$ cat src/rtl/pfrd_pkg.sv
// ----------------------------------------------------------------------------
// pfrd_pkg
// Geometry constants, command codes and shared types of the drawer.
// ----------------------------------------------------------------------------
package pfrd_pkg;

  localparam int PANEL_WIDTH = 128;
  localparam int MAX_ROWS    = 64;
  localparam int PAGES       = MAX_ROWS / 8;
  localparam int STORE_BYTES = PANEL_WIDTH * PAGES;

  localparam int AW     = $clog2(STORE_BYTES);
  localparam int XW     = $clog2(PANEL_WIDTH);
  localparam int XCW    = $clog2(PANEL_WIDTH + 1);
  localparam int YCW    = $clog2(MAX_ROWS + 1);
  localparam int PAGE_W = (PAGES > 1) ? $clog2(PAGES) : 1;
  localparam int CW     = $clog2(STORE_BYTES + 1);

  localparam int COORD_W     = 12;
  localparam int SW          = COORD_W + 1;
  localparam int MODE_W      = 3;
  localparam int RIDX_W      = 10;
  localparam int PH_W        = 7;
  localparam int DATA_W      = 8;
  localparam int TDATA_IN_W  = 64;
  localparam int TDATA_OUT_W = 8;

  localparam logic [PH_W-1:0] PH_RESET = PH_W'(64);

  localparam logic [MODE_W-1:0] MODE_SET     = 3'd0;
  localparam logic [MODE_W-1:0] MODE_FILL    = 3'd1;
  localparam logic [MODE_W-1:0] MODE_OUTLINE = 3'd2;
  localparam logic [MODE_W-1:0] MODE_CLEAR   = 3'd3;
  localparam logic [MODE_W-1:0] MODE_READ    = 3'd4;

  localparam logic [DATA_W-1:0] FILL_ONES  = 8'hFF;
  localparam logic [DATA_W-1:0] FILL_ZEROS = 8'h00;

  localparam logic signed [SW-1:0] PW_S = SW'(PANEL_WIDTH);

  typedef struct packed {
    logic signed [SW-1:0] px;
    logic signed [SW-1:0] py;
    logic                 on;
  } plot_req_t;

  typedef struct packed {
    logic              ok;
    logic [AW-1:0]     addr;
    logic [DATA_W-1:0] wdata;
  } plot_rsp_t;

  typedef struct packed {
    logic              we;
    logic [AW-1:0]     addr;
    logic [DATA_W-1:0] wdata;
  } ram_req_t;

  typedef struct packed {
    logic              valid;
    logic [DATA_W-1:0] data;
  } done_t;

endpackage

$ cat src/rtl/pfrd_plot.sv
// ----------------------------------------------------------------------------
// pfrd_plot
// Pixel unit: clip test, byte address, bit mask and merged write byte.
// ----------------------------------------------------------------------------
module pfrd_plot (
  input  pfrd_pkg::plot_req_t          req_i,
  input  logic [pfrd_pkg::YCW-1:0]     rows_i,
  input  logic [pfrd_pkg::DATA_W-1:0]  rdata_i,
  output pfrd_pkg::plot_rsp_t          rsp_o
);

  logic                          ok_x;
  logic                          ok_y;
  logic [pfrd_pkg::XW-1:0]       col;
  logic [pfrd_pkg::PAGE_W-1:0]   page;
  logic [pfrd_pkg::DATA_W-1:0]   mask;

  always_comb begin
    ok_x = !req_i.px[pfrd_pkg::SW-1] &&
           (req_i.px[pfrd_pkg::SW-2:0] < (pfrd_pkg::SW-1)'(pfrd_pkg::PANEL_WIDTH));
    ok_y = !req_i.py[pfrd_pkg::SW-1] &&
           (req_i.py[pfrd_pkg::SW-2:0] < (pfrd_pkg::SW-1)'(rows_i));
    col  = req_i.px[pfrd_pkg::XW-1:0];
    page = pfrd_pkg::PAGE_W'(req_i.py[pfrd_pkg::SW-1:3]);
    mask = pfrd_pkg::DATA_W'(1) << req_i.py[2:0];

    rsp_o.ok    = ok_x && ok_y;
    rsp_o.addr  = pfrd_pkg::AW'(col) + pfrd_pkg::AW'(page * pfrd_pkg::PANEL_WIDTH);
    rsp_o.wdata = req_i.on ? (rdata_i | mask) : (rdata_i & ~mask);
  end

endmodule

$ cat config.mk
export PLATFORM = sky130hd
export DESIGN_NAME = pfrd_plot
export DESIGN_NICKNAME = d
export VERILOG_FILES = /design/src/rtl/pfrd_pkg.sv /design/src/rtl/pfrd_plot.sv
export SDC_FILE = /design/constraint.sdc
export NUM_CORES = 1
export LEC_CHECK = 0
export ABC_AREA = 1
export ABC_CLOCK_PERIOD_IN_PS = 3900
export BUFFER_PORTS_ARGS = -buffer_cell sky130_fd_sc_hd__clkbuf_2
export CORE_AREA = 2 2 39 41
export DETAILED_ROUTE_END_ITERATION = 10
export DIE_AREA = 0 0 41 43
export PLACE_DENSITY = 0.87
export SLEW_MARGIN = 20
export SYNTH_ARGS = -nofsm -noshare
export SYNTH_HDL_FRONTEND = slang
export SYNTH_SLANG_ARGS = --single-unit
$ cat constraint.sdc
create_clock -name vclk -period 3.9
set_input_delay 1.17 -clock vclk [all_inputs]
set_output_delay 1.17 -clock vclk [all_outputs]
set_load 0.05 [all_outputs]
==> results.md <==
* Simple-Gate Fraction of Synth Area at approximately 44%
* Nets at around 170
* Post-synthesis adder-cell area fraction at between 10% and 20%
* VDD IR max at around 38 uV
* Post-Synth XOR/XNOR Area at 0%
* GPL Wtd Cong at between 0.6 and 0.7
* Seq/Total Area, Yosys at 0%
* Post-route setup TNS at 0 ps
* Final slew viol count at 0
* Internal power at just under 0.03 mW
* GRT overflow at 0
* Worst EP arrival at about 2300 ps
* Synth Area in Compound Gates at 10.1%
* Critical path, cell by cell: clkbuf_2, ha_1, nand2_1, nand2_1, nand2_1, nand2_1, nor2_4, nand3_1, nor2_1, clkbuf_2
* Routed WL per cell at slightly below 8 um
* Gate power share at between 90% and 100%
* Worst path required time at 2730 ps
* Sequential cell count at 0
* Drt pass-1 iters at 2
* DRC Markers at 0
* Die ar. at 1760 um2
* P&R area growth vs syn at 40.2%
* Setup Buffers After CTS at 0
* Avg Cell Area, Syn at ~5.6 um2
* Startpoint Class: input port
* First-pass GRT wire length at approximately 1500 um
* Hold Path Stages at 0
* RSZ-0062 raised after global routing: false
* Synth top area cells: buf_4, ha_1, nand2_1
* Post-route ant nets at 0
* Final cycle utilization of the critical path at about nine tenths
* Share of cells above drive strength 1 at 48.7%
* Hold Crit Class: input port to primary output
* # fillers at roughly 140
* Outcome: finished, final reports clean
* Net switching power at around 0.056 mW
* Post-CTS Resized at 0
* Worst-Margin Slew at between 200 and 300 ps
* Drt total wl at 1040 um
* Synth cell types at 14
* Min-delay src: req_i[14]
* Lkg Pwr at around 0.41 nW
* Fmax at between 200 and 300 MHz
* Total Power at 0.0853 mW
* Final min period at around 3500 ps
* Pin count of the biggest net entering global routing at 9
* Slowest stage delay, CP at roughly 300 ps
* Sw frac at 65.7%
* Syn nets at 128
* Setup crit end kind: primary output
* Total vias in the final route at between 600 and 700
* Worst setup path start: req_i[6]
* Worst-path fanout max at 2
* Initial core utilization at about a third
* # hold bufs at CTS at 0
* Initial antenna violation count at 0
* Number of core rows at 14
* Core area at around 1400 um2
* Synth Cell Area at 448 um2
* Initial DRC Count at 6
* Critical path class: input port to primary output
* Synth top area share at between 10% and 20%
* Most frequent cells in the layout: clkbuf_2, nand2_1, inv_1, nand3_1, o21ai_1
* Final setup fails at 0
* Most common cell after layout, fill and taps aside: clkbuf_2
* Clock buffers at 0
* GRT Overall Usage at a little under an eighth
* HPWL after DPL at 1020 um
* Clk network pwr share at 0%
* CP max-delay cell: ha_1
* Vias in the first global route at about 520
* FF+latch area at 0 um2
* Chip Height at 43 um
* Multiplexer share of the synthesized area at 0%
* Die span in x at 41 um
* Vias per inst at between 4 and 5
* Largest family of logic cells by synthesized area: simple AND/OR/NAND/NOR gates
* Yosys warning total at 0
* Post-synth top area cell: buf_4
* IO Count at a little over 60
* PortBufs at 47
* Post-Synthesis Cells at 80
* Relative slew margins at 81.6%
* Diodes inserted at 0
* Power Dens Cells at 136 nW/um2
* Maximum Capacitance Violations at 0
* Seq pwr share at 0%
* Most common cell type on the critical path: nand2_1
* Fin. Hold Viols at 0
[through the flow]
stage / cells / cell area (um2) / hold slack, ps / utilization [%] / setup slack [ps]
after global routing: 133 / 628 / 2340 / 45.4 / 296
after global placement: 133 / 628 / 2340 / 45.4 / 441
final: 133 / 628 / 2340 / 45.4 / 421
after CTS: 133 / 628 / 2340 / 45.4 / 406
after floorplan: 80 / 448 / 2510 / - / 263
after detailed placement: 133 / 628 / 2340 / 45.4 / 408
[final cells by class]
| type | count | area, um2 | share of cell area [%] |
|---|---|---|---|
| Multi-Input combinational cell | 55 | 317 | 50.4 |
| Timing Repair Buffer | 47 | 235 | 37.5 |
| Inverter | 15 | 56.3 | 8.96 |
| Tap cell | 16 | 20.0 | 3.19 |
[logic make-up (layout without fill, tap and decap cells)]
group,after synthesis,count (layout)
and+or+nand+nor,40,40
adders and majority gates,6,6
AOI/OAI and AO/OA,9,9
buffers and inverters,25,62
[cells in the mapped netlist, drive strengths merged]
cell type and n:
nor4 1, o21ai 8, ha 6, inv 15, nand3 10, nand2 21
nor2 8, a21oi 1, buf 10
[power groups by stage]
stage / Sequential [mW] / Clock (mW) / Combinational, mW
2_1_floorplan: 0 / 0 / 0.0765
3_3_place_gp: 0 / 0 / 0.0840
3_5_place_dp: 0 / 0 / 0.0863
4_1_cts: 0 / 0 / 0.0866
5_1_grt: 0 / 0 / 0.0945
6_report: 0 / 0 / 0.0853
[worst paths after layout]
check / to
max: rsp_o[18]
min: rsp_o[8]
[layer usage]
layer  global-route usage (%)  vias to the layer above  share of wire, %
met2                     27.5                       36                51
met1                     6.65                      259                35
met4                    0.667                        0                 0
li1                         -                      320                 -
met3                     1.57                        0                14
met5                        0                        -                 0
[worst max-delay path: cells and delay by family]
kind	cells	cell delay, ps
and+or+nand+nor	7	470
adders and majority gates	1	300
buffers and inverters	2	370
No activity file was read; power rests on OpenSTA's default activity.
