===== src/rtl/pfrd_pkg.sv =====
// ----------------------------------------------------------------------------
// pfrd_pkg
// Geometry constants, command codes and shared types of the drawer.
// ----------------------------------------------------------------------------
package pfrd_pkg;

  localparam int PANEL_WIDTH = 128;
  localparam int MAX_ROWS    = 64;
  localparam int PAGES       = MAX_ROWS / 8;
  localparam int STORE_BYTES = PANEL_WIDTH * PAGES;

  localparam int AW     = $clog2(STORE_BYTES);
  localparam int XW     = $clog2(PANEL_WIDTH);
  localparam int XCW    = $clog2(PANEL_WIDTH + 1);
  localparam int YCW    = $clog2(MAX_ROWS + 1);
  localparam int PAGE_W = (PAGES > 1) ? $clog2(PAGES) : 1;
  localparam int CW     = $clog2(STORE_BYTES + 1);

  localparam int COORD_W     = 12;
  localparam int SW          = COORD_W + 1;
  localparam int MODE_W      = 3;
  localparam int RIDX_W      = 10;
  localparam int PH_W        = 7;
  localparam int DATA_W      = 8;
  localparam int TDATA_IN_W  = 64;
  localparam int TDATA_OUT_W = 8;

  localparam logic [PH_W-1:0] PH_RESET = PH_W'(64);

  localparam logic [MODE_W-1:0] MODE_SET     = 3'd0;
  localparam logic [MODE_W-1:0] MODE_FILL    = 3'd1;
  localparam logic [MODE_W-1:0] MODE_OUTLINE = 3'd2;
  localparam logic [MODE_W-1:0] MODE_CLEAR   = 3'd3;
  localparam logic [MODE_W-1:0] MODE_READ    = 3'd4;

  localparam logic [DATA_W-1:0] FILL_ONES  = 8'hFF;
  localparam logic [DATA_W-1:0] FILL_ZEROS = 8'h00;

  localparam logic signed [SW-1:0] PW_S = SW'(PANEL_WIDTH);

  typedef struct packed {
    logic signed [SW-1:0] px;
    logic signed [SW-1:0] py;
    logic                 on;
  } plot_req_t;

  typedef struct packed {
    logic              ok;
    logic [AW-1:0]     addr;
    logic [DATA_W-1:0] wdata;
  } plot_rsp_t;

  typedef struct packed {
    logic              we;
    logic [AW-1:0]     addr;
    logic [DATA_W-1:0] wdata;
  } ram_req_t;

  typedef struct packed {
    logic              valid;
    logic [DATA_W-1:0] data;
  } done_t;

endpackage


===== src/rtl/pfrd_seq.sv =====
// ----------------------------------------------------------------------------
// pfrd_seq
// Command sequencer: walks pixels or bytes and drives the store port.
// ----------------------------------------------------------------------------
module pfrd_seq (
  input  logic                          clk_i,
  input  logic                          rst_ni,
  input  logic                          in_valid_i,
  output logic                          in_ready_o,
  input  logic [pfrd_pkg::MODE_W-1:0]   mode_i,
  input  logic [pfrd_pkg::COORD_W-1:0]  pos_x_i,
  input  logic [pfrd_pkg::COORD_W-1:0]  pos_y_i,
  input  logic [pfrd_pkg::COORD_W-1:0]  rect_width_i,
  input  logic [pfrd_pkg::COORD_W-1:0]  rect_height_i,
  input  logic                          pixel_on_i,
  input  logic [pfrd_pkg::RIDX_W-1:0]   read_index_i,
  input  logic [pfrd_pkg::YCW-1:0]      rows_i,
  output pfrd_pkg::plot_req_t           plot_req_o,
  input  pfrd_pkg::plot_rsp_t           plot_rsp_i,
  output pfrd_pkg::ram_req_t            ram_req_o,
  input  logic [pfrd_pkg::DATA_W-1:0]   ram_rdata_i,
  output pfrd_pkg::done_t               done_o,
  input  logic                          out_free_i
);

  localparam logic [3:0] S_INIT  = 4'd0;
  localparam logic [3:0] S_IDLE  = 4'd1;
  localparam logic [3:0] S_SETUP = 4'd2;
  localparam logic [3:0] S_PRD   = 4'd3;
  localparam logic [3:0] S_PWR   = 4'd4;
  localparam logic [3:0] S_CLR   = 4'd5;
  localparam logic [3:0] S_RRD   = 4'd6;
  localparam logic [3:0] S_RWT   = 4'd7;
  localparam logic [3:0] S_DONE  = 4'd8;

  localparam logic [1:0] K_SET  = 2'd0;
  localparam logic [1:0] K_FILL = 2'd1;
  localparam logic [1:0] K_OUTH = 2'd2;
  localparam logic [1:0] K_OUTV = 2'd3;

  localparam int SW = pfrd_pkg::SW;

  function automatic logic signed [SW-1:0] from_x(input logic [pfrd_pkg::XCW-1:0] v);
    return signed'(SW'(v));
  endfunction

  function automatic logic signed [SW-1:0] from_y(input logic [pfrd_pkg::YCW-1:0] v);
    return signed'(SW'(v));
  endfunction

  logic [3:0]                          state_q, state_d;
  logic [1:0]                          kind_q, kind_d;
  logic                                sec_q, sec_d;
  logic [pfrd_pkg::CW-1:0]             cnt_q, cnt_d;
  logic signed [pfrd_pkg::COORD_W-1:0] x_q, y_q, w_q, h_q;
  logic                                on_q;
  logic [pfrd_pkg::RIDX_W-1:0]         ridx_q;
  logic signed [SW-1:0]                px_q, px_d, py_q, py_d;
  logic [pfrd_pkg::XCW-1:0]            i_q, i_d, x0_q, x1_q;
  logic [pfrd_pkg::YCW-1:0]            j_q, j_d, y0_q, y1_q;
  logic signed [SW-1:0]                xr_q, yb_q;
  logic                                yne_q;
  logic [pfrd_pkg::DATA_W-1:0]         res_q, res_d;

  logic                                accept;
  logic signed [SW-1:0]                xs, ys, xe, ye, x0s, x1s, y0s, y1s, rows_s;
  logic                                wpos, hpos, xne, yne;
  logic [pfrd_pkg::XCW-1:0]            i_nx;
  logic [pfrd_pkg::YCW-1:0]            j_nx;
  logic [pfrd_pkg::CW-1:0]             clear_end;
  logic                                rd_ok;

  assign accept     = in_valid_i && in_ready_o;
  assign in_ready_o = (state_q == S_IDLE);

  // Rectangle bounds, clipped against the panel.
  always_comb begin
    xs     = SW'(x_q);
    ys     = SW'(y_q);
    xe     = SW'(x_q) + SW'(w_q);
    ye     = SW'(y_q) + SW'(h_q);
    rows_s = from_y(rows_i);
    x0s    = x_q[pfrd_pkg::COORD_W-1] ? '0 : xs;
    y0s    = y_q[pfrd_pkg::COORD_W-1] ? '0 : ys;
    x1s    = (xe > pfrd_pkg::PW_S) ? pfrd_pkg::PW_S : xe;
    y1s    = (ye > rows_s) ? rows_s : ye;
    wpos   = !w_q[pfrd_pkg::COORD_W-1] && (w_q != '0);
    hpos   = !h_q[pfrd_pkg::COORD_W-1] && (h_q != '0);
    xne    = x0s < x1s;
    yne    = y0s < y1s;
  end

  assign i_nx      = i_q + 1'b1;
  assign j_nx      = j_q + 1'b1;
  assign clear_end = pfrd_pkg::CW'((rows_i >> 3) * pfrd_pkg::PANEL_WIDTH);
  assign rd_ok     = 32'(ridx_q) < 32'(pfrd_pkg::STORE_BYTES);

  assign plot_req_o.px = px_q;
  assign plot_req_o.py = py_q;
  assign plot_req_o.on = on_q;

  assign done_o.valid = (state_q == S_DONE);
  assign done_o.data  = res_q;

  // Store port steering.
  always_comb begin
    ram_req_o.we    = 1'b0;
    ram_req_o.addr  = plot_rsp_i.addr;
    ram_req_o.wdata = plot_rsp_i.wdata;
    case (state_q)
      S_INIT: begin
        ram_req_o.we    = 1'b1;
        ram_req_o.addr  = cnt_q[pfrd_pkg::AW-1:0];
        ram_req_o.wdata = pfrd_pkg::FILL_ZEROS;
      end
      S_CLR: begin
        ram_req_o.we    = cnt_q < clear_end;
        ram_req_o.addr  = cnt_q[pfrd_pkg::AW-1:0];
        ram_req_o.wdata = on_q ? pfrd_pkg::FILL_ONES : pfrd_pkg::FILL_ZEROS;
      end
      S_PWR: begin
        ram_req_o.we = plot_rsp_i.ok;
      end
      S_RRD: begin
        ram_req_o.addr = pfrd_pkg::AW'(ridx_q);
      end
      default: begin
        ram_req_o.we = 1'b0;
      end
    endcase
  end

  always_comb begin
    state_d = state_q;
    kind_d  = kind_q;
    sec_d   = sec_q;
    cnt_d   = cnt_q;
    px_d    = px_q;
    py_d    = py_q;
    i_d     = i_q;
    j_d     = j_q;
    res_d   = res_q;
    case (state_q)
      S_INIT: begin
        if (cnt_q == pfrd_pkg::CW'(pfrd_pkg::STORE_BYTES - 1)) begin
          cnt_d   = '0;
          state_d = S_IDLE;
        end else begin
          cnt_d = cnt_q + 1'b1;
        end
      end
      S_IDLE: begin
        if (accept) begin
          res_d = '0;
          sec_d = 1'b0;
          cnt_d = '0;
          case (mode_i)
            pfrd_pkg::MODE_SET: begin
              kind_d  = K_SET;
              px_d    = SW'(signed'(pos_x_i));
              py_d    = SW'(signed'(pos_y_i));
              state_d = S_PRD;
            end
            pfrd_pkg::MODE_FILL: begin
              kind_d  = K_FILL;
              state_d = S_SETUP;
            end
            pfrd_pkg::MODE_OUTLINE: begin
              kind_d  = K_OUTH;
              state_d = S_SETUP;
            end
            pfrd_pkg::MODE_CLEAR: state_d = S_CLR;
            pfrd_pkg::MODE_READ:  state_d = S_RRD;
            default:              state_d = S_DONE;
          endcase
        end
      end
      S_SETUP: begin
        i_d     = pfrd_pkg::XCW'(x0s);
        j_d     = pfrd_pkg::YCW'(y0s);
        state_d = S_DONE;
        if (wpos && hpos) begin
          if (kind_q == K_FILL) begin
            if (xne && yne) begin
              px_d    = x0s;
              py_d    = y0s;
              state_d = S_PRD;
            end
          end else if (xne) begin
            px_d    = x0s;
            py_d    = ys;
            state_d = S_PRD;
          end else if (yne) begin
            kind_d  = K_OUTV;
            px_d    = xs;
            py_d    = y0s;
            state_d = S_PRD;
          end
        end
      end
      S_PRD: begin
        state_d = S_PWR;
      end
      S_PWR: begin
        state_d = S_PRD;
        case (kind_q)
          K_FILL: begin
            if (i_nx < x1_q) begin
              i_d  = i_nx;
              px_d = from_x(i_nx);
            end else if (j_nx < y1_q) begin
              i_d  = x0_q;
              j_d  = j_nx;
              px_d = from_x(x0_q);
              py_d = from_y(j_nx);
            end else begin
              state_d = S_DONE;
            end
          end
          K_OUTH: begin
            // Alternate top and bottom edge at each column.
            if (!sec_q) begin
              sec_d = 1'b1;
              py_d  = yb_q;
            end else begin
              sec_d = 1'b0;
              if (i_nx < x1_q) begin
                i_d  = i_nx;
                px_d = from_x(i_nx);
                py_d = ys;
              end else if (yne_q) begin
                kind_d = K_OUTV;
                j_d    = y0_q;
                px_d   = xs;
                py_d   = from_y(y0_q);
              end else begin
                state_d = S_DONE;
              end
            end
          end
          K_OUTV: begin
            // Alternate left and right edge at each row.
            if (!sec_q) begin
              sec_d = 1'b1;
              px_d  = xr_q;
            end else begin
              sec_d = 1'b0;
              if (j_nx < y1_q) begin
                j_d  = j_nx;
                px_d = xs;
                py_d = from_y(j_nx);
              end else begin
                state_d = S_DONE;
              end
            end
          end
          default: state_d = S_DONE;
        endcase
      end
      S_CLR: begin
        if (cnt_q < clear_end) begin
          cnt_d = cnt_q + 1'b1;
        end else begin
          state_d = S_DONE;
        end
      end
      S_RRD: begin
        state_d = S_RWT;
      end
      S_RWT: begin
        res_d   = rd_ok ? ram_rdata_i : '0;
        state_d = S_DONE;
      end
      S_DONE: begin
        if (out_free_i) begin
          state_d = S_IDLE;
        end
      end
      default: state_d = S_IDLE;
    endcase
  end

  always_ff @(posedge clk_i or negedge rst_ni) begin
    if (!rst_ni) begin
      state_q <= S_INIT;
      cnt_q   <= '0;
      kind_q  <= K_SET;
      sec_q   <= 1'b0;
    end else begin
      state_q <= state_d;
      cnt_q   <= cnt_d;
      kind_q  <= kind_d;
      sec_q   <= sec_d;
    end
  end

  always_ff @(posedge clk_i) begin
    px_q  <= px_d;
    py_q  <= py_d;
    i_q   <= i_d;
    j_q   <= j_d;
    res_q <= res_d;
    if (accept) begin
      x_q    <= signed'(pos_x_i);
      y_q    <= signed'(pos_y_i);
      w_q    <= signed'(rect_width_i);
      h_q    <= signed'(rect_height_i);
      on_q   <= pixel_on_i;
      ridx_q <= read_index_i;
    end
    if (state_q == S_SETUP) begin
      x0_q  <= pfrd_pkg::XCW'(x0s);
      x1_q  <= pfrd_pkg::XCW'(x1s);
      y0_q  <= pfrd_pkg::YCW'(y0s);
      y1_q  <= pfrd_pkg::YCW'(y1s);
      xr_q  <= xe - SW'(1);
      yb_q  <= ye - SW'(1);
      yne_q <= yne;
    end
  end

endmodule


===== config.mk =====
export PLATFORM = sky130hd
export DESIGN_NAME = pfrd_seq
export DESIGN_NICKNAME = d
export VERILOG_FILES = /design/src/rtl/pfrd_pkg.sv /design/src/rtl/pfrd_seq.sv
export SDC_FILE = /design/constraint.sdc
export NUM_CORES = 1
export LEC_CHECK = 0
export BUFFER_PORTS_ARGS = -buffer_cell sky130_fd_sc_hd__buf_2
export CELL_PAD_IN_SITES_DETAIL_PLACEMENT = 1
export CELL_PAD_IN_SITES_GLOBAL_PLACEMENT = 2
export CORE_MARGIN = 10
export CORE_UTILIZATION = 34
export CTS_CLUSTER_DIAMETER = 100
export DETAILED_ROUTE_END_ITERATION = 7
export PLACE_DENSITY = 0.79
export SYNTH_ARGS = -nofsm -noshare
export SYNTH_HDL_FRONTEND = slang
export SYNTH_SLANG_ARGS = --single-unit

===== constraint.sdc =====
create_clock -name clk_i -period 6.6 [get_ports clk_i]
set_clock_uncertainty 0.2 [all_clocks]
set_input_delay 0.99 -clock clk_i [delete_from_list [all_inputs] [get_ports clk_i]]
set_output_delay 0.99 -clock clk_i [all_outputs]
set_load 0.01 [all_outputs]

==> flow_metrics.py <==
metrics = {
    "global_routing": {
        "grt_usage": 0.174,
        "grt_pass1_wl_um": 55900,
        "grt_overflow": 0,
        "first_global_vias": 9378,
        "grt_max_degree": 70,
        "antenna_found_initial": 0,
    },
    "setup_path": {
        "cpPeakStageDelay_ns": 0.49,
        "cp_top_family": "compound AO/OA/AOI/OAI gates",
        "cp.arrival_ns": 5.92,
        "crit_buf_inv": 2,
        "cp_slowest_cell": "edfxtp_1",
        "required_ns": 6.54,
        "critical_path_class": "reg2reg",
        "cp_cell_sequence": "ha_1 > a21o_1 > a31o_2 > nor2_1 > xnor2_1 > ha_1 > nand4_1 > o22ai_1 > a31o_2 > a31oi_2 > buf_4 > nor2_1 > a21oi_1 > ha_1 > a21oi_1 > nor2b_1 > o21ai_0 > and3b_1 > and3b_1 > o21ai_1 > o211ai_1 > a21oi_1 > nor4b_2 > buf_4",
        "path_max_fanout": 13,
        "worstSetupEndpointType": "flop",
        "start_kind": "flop",
    },
    "placed_design": {
        "gp_congestion": 0.835,
        "hpwl_um": 28000,
        "numPortBuffers": 155,
    },
    "power_and_ir_drop": {
        "ir_drop_uv": 219,
        "leakage_uw": 0.00543,
        "p_per_area_nw_per_um2": 325,
    },
    "floorplanning": {
        "rows": 66,
        "core_area_um2": 32600,
        "die_area_um2": 40800,
        "ios": 156,
        "fp.dieW_um": 202,
        "die_height_um": 202,
        "start_util": 0.346,
    },
    "yosys": {
        "synth_area_leaders": "edfxtp_1 (44%), ha_1 (8.1%), nand2_1 (4.1%)",
        "yosys.area.top_type_share": 0.440,
        "ys_types": 79,
        "yosysWarnings": 0,
        "yosys_most_used_dff": "edfxtp_1",
        "synth_top_cell_by_area": "edfxtp_1",
        "synthTopCellsByCount": "edfxtp_1 (165), nand2_1 (122), nor2_1 (85)",
        "synth_async_sr_flop_share": 0.0984,
        "synth_area_um2": 11300,
        "ys_ff_latch": 183,
        "syn-num-nets": 1271,
        "synth_edf_count": 165,
        "seq_area_frac_synth": 0.480,
        "yosysMostFrequentCell": "edfxtp_1",
        "synth_area_per_cell_um2": 10.3,
        "netlist_instances": 1096,
    },
    "detailed_routing": {
        "wirelength_um": 36100,
        "first_pass_iters": 7,
        "routedWlPerCell_um": 21.2,
        "dr_total_vias": 9062,
        "drc_errors": 0,
        "antenna_left": 0,
        "drtIter0Drc": 881,
        "routed_via_density": 5.33,
    },
    "clocking": {
        "clk_pin_slew_worst_paths_ns": 0.08,
        "clock_path_buffers": 2,
        "cts-hold-fix-buffers": 0,
        "cts_root_buf": "clkbuf_16",
        "clk_latency_ns": 0.46,
        "h-tree-depth": 4,
        "cts_buffers": 17,
        "cts_sinks": 183,
        "cts_tree": "built",
    },
    "status": {
        "status": "finished, final reports clean",
    },
    "sta": {
        "report.final.slew_viol_count": 0,
        "fin_crit_sh": 0.906,
        "hold_violations": 0,
        "setup_viol_count_final": 0,
        "worst_pin_slew_ns": 1.07,
        "fin_crit_ns": 5.98,
        "max_freq_ghz": 0.167,
        "fin_setup_tns_ns": 0,
        "relSlewSlack": 0.287,
        "rsz0062_at_grt": "no",
    },
    "finish": {
        "nets": 1420,
        "syn2layout_area_growth_pct": 16.6,
        "drive_gt1_frac": 0.193,
        "fin_util": 0.403,
        "diodes": 0,
    },
    "flow_run": {
        "drv_cap": 0,
    },
    "min_path": {
        "worstHoldPathType": "in2async",
    },
}
## metrics by stage
| step | hold slack, ns | setup WS [ns] | instances | total power (µW) | instance area [µm²] |
|---|---|---|---|---|---|
| after floorplan | 0.288 | 0.109 | 1096 | 2730 | 11300 |
| after global placement | 0.325 | 0.705 | 1668 | 3250 | 12600 |
| after detailed placement | 0.327 | 0.451 | 1668 | 3290 | 12600 |
| after CTS | 0.275 | 0.418 | 1699 | 4310 | 13100 |
| after global routing | 0.281 | 0.117 | 1699 | 4570 | 13100 |
| final | 0.281 | 0.619 | 1699 | 4270 | 13100 |
## routing by layer
layer  wire, µm  GRT usage  vias to the layer above
met4        363     0.0403                        0
met1      17100      0.237                     4442
li1           -          -                     4355
met5          0          0                        -
met3       1850     0.0326                       18
met2      16700      0.279                      247
## flip-flops by register name (all words and copies together), names as in the netlist, 10 cells and up
signal / cells
xr_q: 13
ridx_q: 10
h_q: 12
x_q: 12
y_q: 12
w_q: 12
px_q: 13
cnt_q: 11
yb_q: 13
py_q: 13
## worst register-to-register path, stage by stage, from the launching register on
cell and delay [ns]:
edfxtp_1 0.49, ha_1 0.41, a21o_1 0.21, a31o_2 0.25, nor2_1 0.29, xnor2_1 0.29
ha_1 0.34, nand4_1 0.10, o22ai_1 0.09, a31o_2 0.24, a31oi_2 0.16, buf_4 0.20
nor2_1 0.06, a21oi_1 0.24, ha_1 0.30, a21oi_1 0.16, nor2b_1 0.06, o21ai_0 0.24
and3b_1 0.22, and3b_1 0.15, o21ai_1 0.10, o211ai_1 0.13, a21oi_1 0.17, nor4b_2 0.29
buf_4 0.29
## area by class of cell
type,count,area (µm²)
clock buffers,17,425
clock inverters,14,140
fillers,3677,19500
inverters,66,248
multi-input cells,808,5490
flip-flops and latches,183,5410
well taps,442,553
repair buffers,169,881
## worst paths after layout
check                           startpoint  slack (ns)  cells after the start   endpoint
worst max-delay path                y_q[4]        0.62                     24    py_q[3]
worst min-delay path                rst_ni        0.28                      1   cnt_q[5]
worst max register to register      y_q[4]        0.62                     24    py_q[3]
worst min register to register    cnt_q[1]        0.34                      2   cnt_q[1]
max in group asynchronous           rst_ni        5.59                      1  kind_q[1]
min in group clk_i                cnt_q[1]        0.34                      2   cnt_q[1]
## what timing repair did
action	CTS	global route
setup buffers	0	0
endpoints found under the setup margin	0	26
gates resized for setup	0	2
## power breakdown
| group | leakage [µW] | switching [µW] | internal [µW] |
|---|---|---|---|
| clock network | 0.000276 | 511 | 499 |
| registers | 0.00175 | 127 | 1450 |
| logic | 0.00341 | 1060 | 625 |
| total | 0.00543 | 1700 | 2580 |
## cells in the final DEF (no fill, tap or decap), drive strengths merged, types with 13 or more instances in the layout
cell type / count
a211oi: 13
a21o: 20
a21oi: 58
a221o: 15
a22oi: 19
a31oi: 13
and2: 17
buf: 169
clkbuf: 17
dfrtp: 18
edfxtp: 165
ha: 73
inv: 72
mux2i: 16
nand2: 122
nand2b: 17
nand3: 25
nor2: 85
nor2b: 32
nor3: 18
o21ai: 77
xnor2: 25
xor2: 26
## kinds of logic after synthesis
logic type,after synthesis,share of synthesized area
adders and majority gates,75,0.0846
AOI/OAI and AO/OA,287,0.177
DFF,183,0.480
and+or+nand+nor,373,0.163
buffers and inverters,105,0.0360
muxes,22,0.0202
xor gates and xnor gates,51,0.0396
Note: power is estimated with default switching activity, not from simulation.
